## src/hdl/best_progenitor_selector_macros.svh

```systemverilog
// Assertion macros shared by the selector RTL.
// Depends on nothing; included by files that carry concurrent assertions.
`ifndef BEST_PROGENITOR_SELECTOR_MACROS_SVH
`define BEST_PROGENITOR_SELECTOR_MACROS_SVH

// Same-cycle implication, disabled while reset is asserted.
`define BPS_ASSERT_NOW(label, clk, rst_n, ante, cons, msg) \
    label: assert property (@(posedge clk) disable iff (!(rst_n)) (ante) |-> (cons)) \
        else $error(msg);

// Next-cycle implication, disabled while reset is asserted.
`define BPS_ASSERT_NEXT(label, clk, rst_n, ante, cons, msg) \
    label: assert property (@(posedge clk) disable iff (!(rst_n)) (ante) |=> (cons)) \
        else $error(msg);

`endif

```

## src/hdl/bps_pkg.sv

```systemverilog
`timescale 1ns / 1ps
// Package for the best progenitor selector: transaction payload types and
// the control word of the shared multiply-accumulate unit. No dependencies.
package bps_pkg;

    typedef struct packed {
        logic [31:0] src_halo_id;
        logic [31:0] src_count;
        logic [31:0] shared_count;
        logic [31:0] cand_halo_id;
        logic [31:0] cand_count;
        logic        end_of_stream;
    } t_in_item;

    typedef struct packed {
        logic [31:0] halo_id;
        logic [31:0] progenitor_id;
        logic        last_of_run;
    } t_out_item;

    // Control word for one operation of the shared multiplier.
    typedef struct packed {
        logic       clear;
        logic       issue;
        logic       accum;
        logic       to_r;
        logic [1:0] shift;
    } t_mul_op;

endpackage

```

## src/hdl/bps_mul_unit.sv

```systemverilog
`timescale 1ns / 1ps
// Shared multiplier with a registered product and two wide accumulators.
// Depends on bps_pkg for the operation control word.
module bps_mul_unit
    import bps_pkg::*;
#(
    parameter int CB = 32
) (
    input  logic            i_clk,
    input  logic            i_rst_n,
    input  t_mul_op         i_op,
    input  logic [CB-1:0]   i_a,
    input  logic [CB-1:0]   i_b,
    output logic [2*CB-1:0] o_prod,
    output logic [4*CB-1:0] o_acc_l,
    output logic [4*CB-1:0] o_acc_r
);

    localparam int PW = 2 * CB;
    localparam int AW = 4 * CB;

    logic [PW-1:0] r_prod;
    logic          r_accum;
    logic          r_to_r;
    logic [1:0]    r_shift;
    logic [AW-1:0] r_acc_l;
    logic [AW-1:0] r_acc_r;
    logic [AW-1:0] w_addend;

    always_ff @(posedge i_clk) begin
        if (!i_rst_n) begin
            r_accum <= 1'b0;
        end else begin
            r_accum <= i_op.issue & i_op.accum;
        end
    end

    always_ff @(posedge i_clk) begin
        if (i_op.issue) begin
            r_prod  <= PW'(i_a) * PW'(i_b);
            r_to_r  <= i_op.to_r;
            r_shift <= i_op.shift;
        end
    end

    assign w_addend = AW'(r_prod) << (CB * int'(r_shift));

    always_ff @(posedge i_clk) begin
        if (i_op.clear) begin
            r_acc_l <= '0;
            r_acc_r <= '0;
        end else if (r_accum) begin
            if (r_to_r) begin
                r_acc_r <= r_acc_r + w_addend;
            end else begin
                r_acc_l <= r_acc_l + w_addend;
            end
        end
    end

    assign o_prod  = r_prod;
    assign o_acc_l = r_acc_l;
    assign o_acc_r = r_acc_r;

endmodule

```

## config.mk

```make
export PLATFORM = sky130hd
export DESIGN_NAME = bps_mul_unit
export DESIGN_NICKNAME = d
export VERILOG_FILES = /design/src/hdl/best_progenitor_selector_macros.svh /design/src/hdl/bps_pkg.sv /design/src/hdl/bps_mul_unit.sv
export SDC_FILE = /design/constraint.sdc
export NUM_CORES = 2
export LEC_CHECK = 0
export BUFFER_PORTS_ARGS = -buffer_cell sky130_fd_sc_hd__buf_2
export CAP_MARGIN = 20
export CELL_PAD_IN_SITES_DETAIL_PLACEMENT = 1
export CELL_PAD_IN_SITES_GLOBAL_PLACEMENT = 2
export CORE_ASPECT_RATIO = 1.75
export CORE_MARGIN = 1.5
export CORE_UTILIZATION = 35
export CTS_CLUSTER_DIAMETER = 120
export CTS_CLUSTER_SIZE = 20
export DETAILED_ROUTE_END_ITERATION = 10
export GPL_TIMING_DRIVEN = 0
export PLACE_DENSITY = 0.87
export SYNTH_ARGS = -nofsm -noshare
export SYNTH_HDL_FRONTEND = slang
export SYNTH_SLANG_ARGS = --single-unit
export TNS_END_PERCENT = 10
```

## constraint.sdc

```tcl
create_clock -name i_clk -period 7.28 [get_ports i_clk]
set_input_delay 0.364 -clock i_clk [delete_from_list [all_inputs] [get_ports i_clk]]
set_output_delay 0.364 -clock i_clk [all_outputs]
set_load 0.05 [all_outputs]
```

==> out/metrics.cfg <==
[yosys]
synth_area_leaders = fa_1 29%, ha_1 11%, dfxtp_1 8.4%, and2_1 6.7%, nand2_1 6.3%
synth_compound_area_frac = 0.155
ys_warn_count = 0
synth_edf_count = 67
synth_top_family_by_area = adder cells
yosysTopAreaCellShare = 0.292
synth_ff_type = dfxtp_1
yosys.area_share.adder = 0.397
async_flop_share = 0
yosysTopAreaCell = fa_1
syn_nets = 8972
synth_seq_area_share = 0.116
yosys.area_share.simple = 0.197
synth.distinct_cells = 104
synthMuxAreaShare = 0.00606
synth-seq-cells = 324
yosys.area_share.xor_xnor = 0.0408
syn_area_um2 = 61500
synth_cells = 7485
syn_area_per_cell_um2 = 8.22

[route]
vias = 59200
dr.pass1.iters = 6
drt-initial-drc-count = 3534
dr_wl_met3_um = 20700
detail_route.wl_per_cell_um = 32.7
totalWireLength_um = 336000
drc = 0
via_per_inst = 5.76
ant_nets = 0
met1_length_um = 106000
top_layer_used = met5
wl_met2_um = 163000

[clock_tree]
cts_root_buffer = clkbuf_16
cts_made_buffers = 20
cts_tree = done
h-tree-depth = 1
insertion_delay_ns = 0.70
clk_path_buf_depth = 3
cts.clk_slew.worst_paths_ns = 0.12
clock-sinks = 324

[timing]
fin_crit_sh = 1.03
post-route-min-period_ns = 7.52
hold_viol_final = 0
fmaxAchievable_mhz = 133
final_max_slew_viol_count = 0
worst_slack_ns = -0.240
tightestPinTransition_ns = 1.24
rsz0062_at_grt = yes
finalSetupTns_ns = -0.705
slew_headroom = 0.171
setup_violations = 8
clock_skew_ns = 0.0559

[min_path]
holdCritPathClass = in -> reg

[die]
ios = 392
die_area_um2 = 178000
rows = 203
dieWidth_um = 320
core_area_um2 = 175000
die_y_um = 558
initial_core_util = 0.352

[worst_setup_path]
path_max_fanout = 10
worst_ep_arrival_time_ns = 8.09
endpoint_kind = register
start_kind = register
path_class = reg -> reg
required_ns = 7.85
reg2reg_slack_ns = -0.24

[global_route]
antenna_found_initial = 29
grt_pass1_vias = 64300
grtUsageTotal = 0.369
grt.overflow.total = 0
grt_max_degree = 65
grt_pass1_wl_um = 463000

[final_layout]
finish.utilization = 0.405
drive_gt1_frac = 0.117
synthToLayoutAreaGrowth_pct = 14.9
final_nets = 9474

[job]
drv_cap = 0

[placement]
dp_hpwl_um = 288000
port_buffers = 390
gp_congestion = 1.07

[outcome]
status = finished, violations left
violations = setup timing

per-stage QoR:
step | cell area, µm² | std cells | hold WS, ns | setup slack, ns
after floorplan | 61600 | 7485 | 0.463 | -0.00167
after global placement | 66400 | 10100 | 0.458 | -3.03
after detailed placement | 66600 | 10100 | 0.466 | -3.00
after CTS | 69600 | 10200 | 0.0530 | -0.0809
after global routing | 70700 | 10300 | 0.0423 | -0.257
final | 70700 | 10300 | 0.0621 | -0.240
registers in the layout, indices dropped and copies added (netlist names):
signal	cells
o_acc_l	128
o_acc_r	128
o_prod	64
r_shift	2
r_accum	1
r_to_r	1
synth_stat cells (all sizes together) (37+ instances only):
| master | number |
|---|---|
| a21oi | 600 |
| xnor2 | 178 |
| nand3 | 57 |
| nor3 | 61 |
| o21bai | 93 |
| nor2 | 272 |
| dfxtp | 257 |
| ha | 517 |
| edfxtp | 67 |
| and2 | 664 |
| nand4 | 157 |
| o21ai | 326 |
| nor2b | 62 |
| nand2 | 1035 |
| xor2 | 109 |
| inv | 969 |
| clkbuf | 423 |
| fa | 898 |
| o21a | 48 |
| a21o | 184 |
| a22o | 37 |
worst paths after layout:
path,from,endpoint,cells past startpoint
min reg2reg,o_acc_l[117],o_acc_l[117],2
min,i_op[4],r_shift[0],1
max reg2reg,r_shift[0],o_acc_l[127],16
max,r_shift[0],o_acc_l[127],16
cell families after synthesis:
| group | count (synthesis) |
|---|---|
| buf+inv | 1423 |
| fa+ha+maj | 1415 |
| xor+xnor | 287 |
| simple gates | 2469 |
| compound gates | 1530 |
| flops | 324 |
| mux | 37 |
worst max-delay path, stage by stage, from the launching register on:
cell,delay [ns]
edfxtp_1,0.35
clkbuf_1,0.68
clkbuf_1,0.63
mux2i_1,0.99
nor2_1,0.50
ha_1,0.44
clkbuf_1,0.32
and4_1,0.31
nand2_1,0.10
nor3_1,0.24
nand4_1,0.28
a211oi_2,0.96
o211ai_1,0.23
a21oi_1,0.42
o21ai_1,0.20
mux2i_1,0.35
mux2_1,0.37
metal layers:
layer | global-route usage | up-vias
met4 | 0.413 | 2
li1 | - | 25400
met1 | 0.344 | 29900
met3 | 0.0628 | 1315
met5 | 0 | -
met2 | 0.648 | 2604
repair_timing:
item | CTS | global route
endpoints found under the setup margin | 42 | 24
cloned | 2 | 5
setup buffers | 32 | 39
pin swaps | 56 | 92
hold buffers | 5 | 0
gates resized for setup | 573 | 267
endpoints found under the hold margin | 4 | 0
cell type report:
type	count	area [µm²]
diodes	26	65.1
plain buffers	445	3590
clock buffers	29	556
clock inverters	1	16.3
fillers	21000	104000
inverters	969	3640
multi-input cells	5738	49700
flip-flops and latches	324	7160
well taps	2255	2820
repair buffers	489	3150
placed cells by master (no fill, tap or decap), types with 183 or more instances in the layout:
| cell type | instances |
|---|---|
| and2_1 | 649 |
| o21ai_0 | 297 |
| fa_1 | 857 |
| buf_2 | 382 |
| a21o_1 | 183 |
| nor2_1 | 270 |
| nand2_1 | 1032 |
| ha_1 | 498 |
| clkbuf_1 | 232 |
| inv_1 | 951 |
| a21oi_1 | 584 |
| dfxtp_1 | 257 |
Power is not shown: default switching activity piles up to over one toggle a cycle in this logic, so the estimate is an artifact.
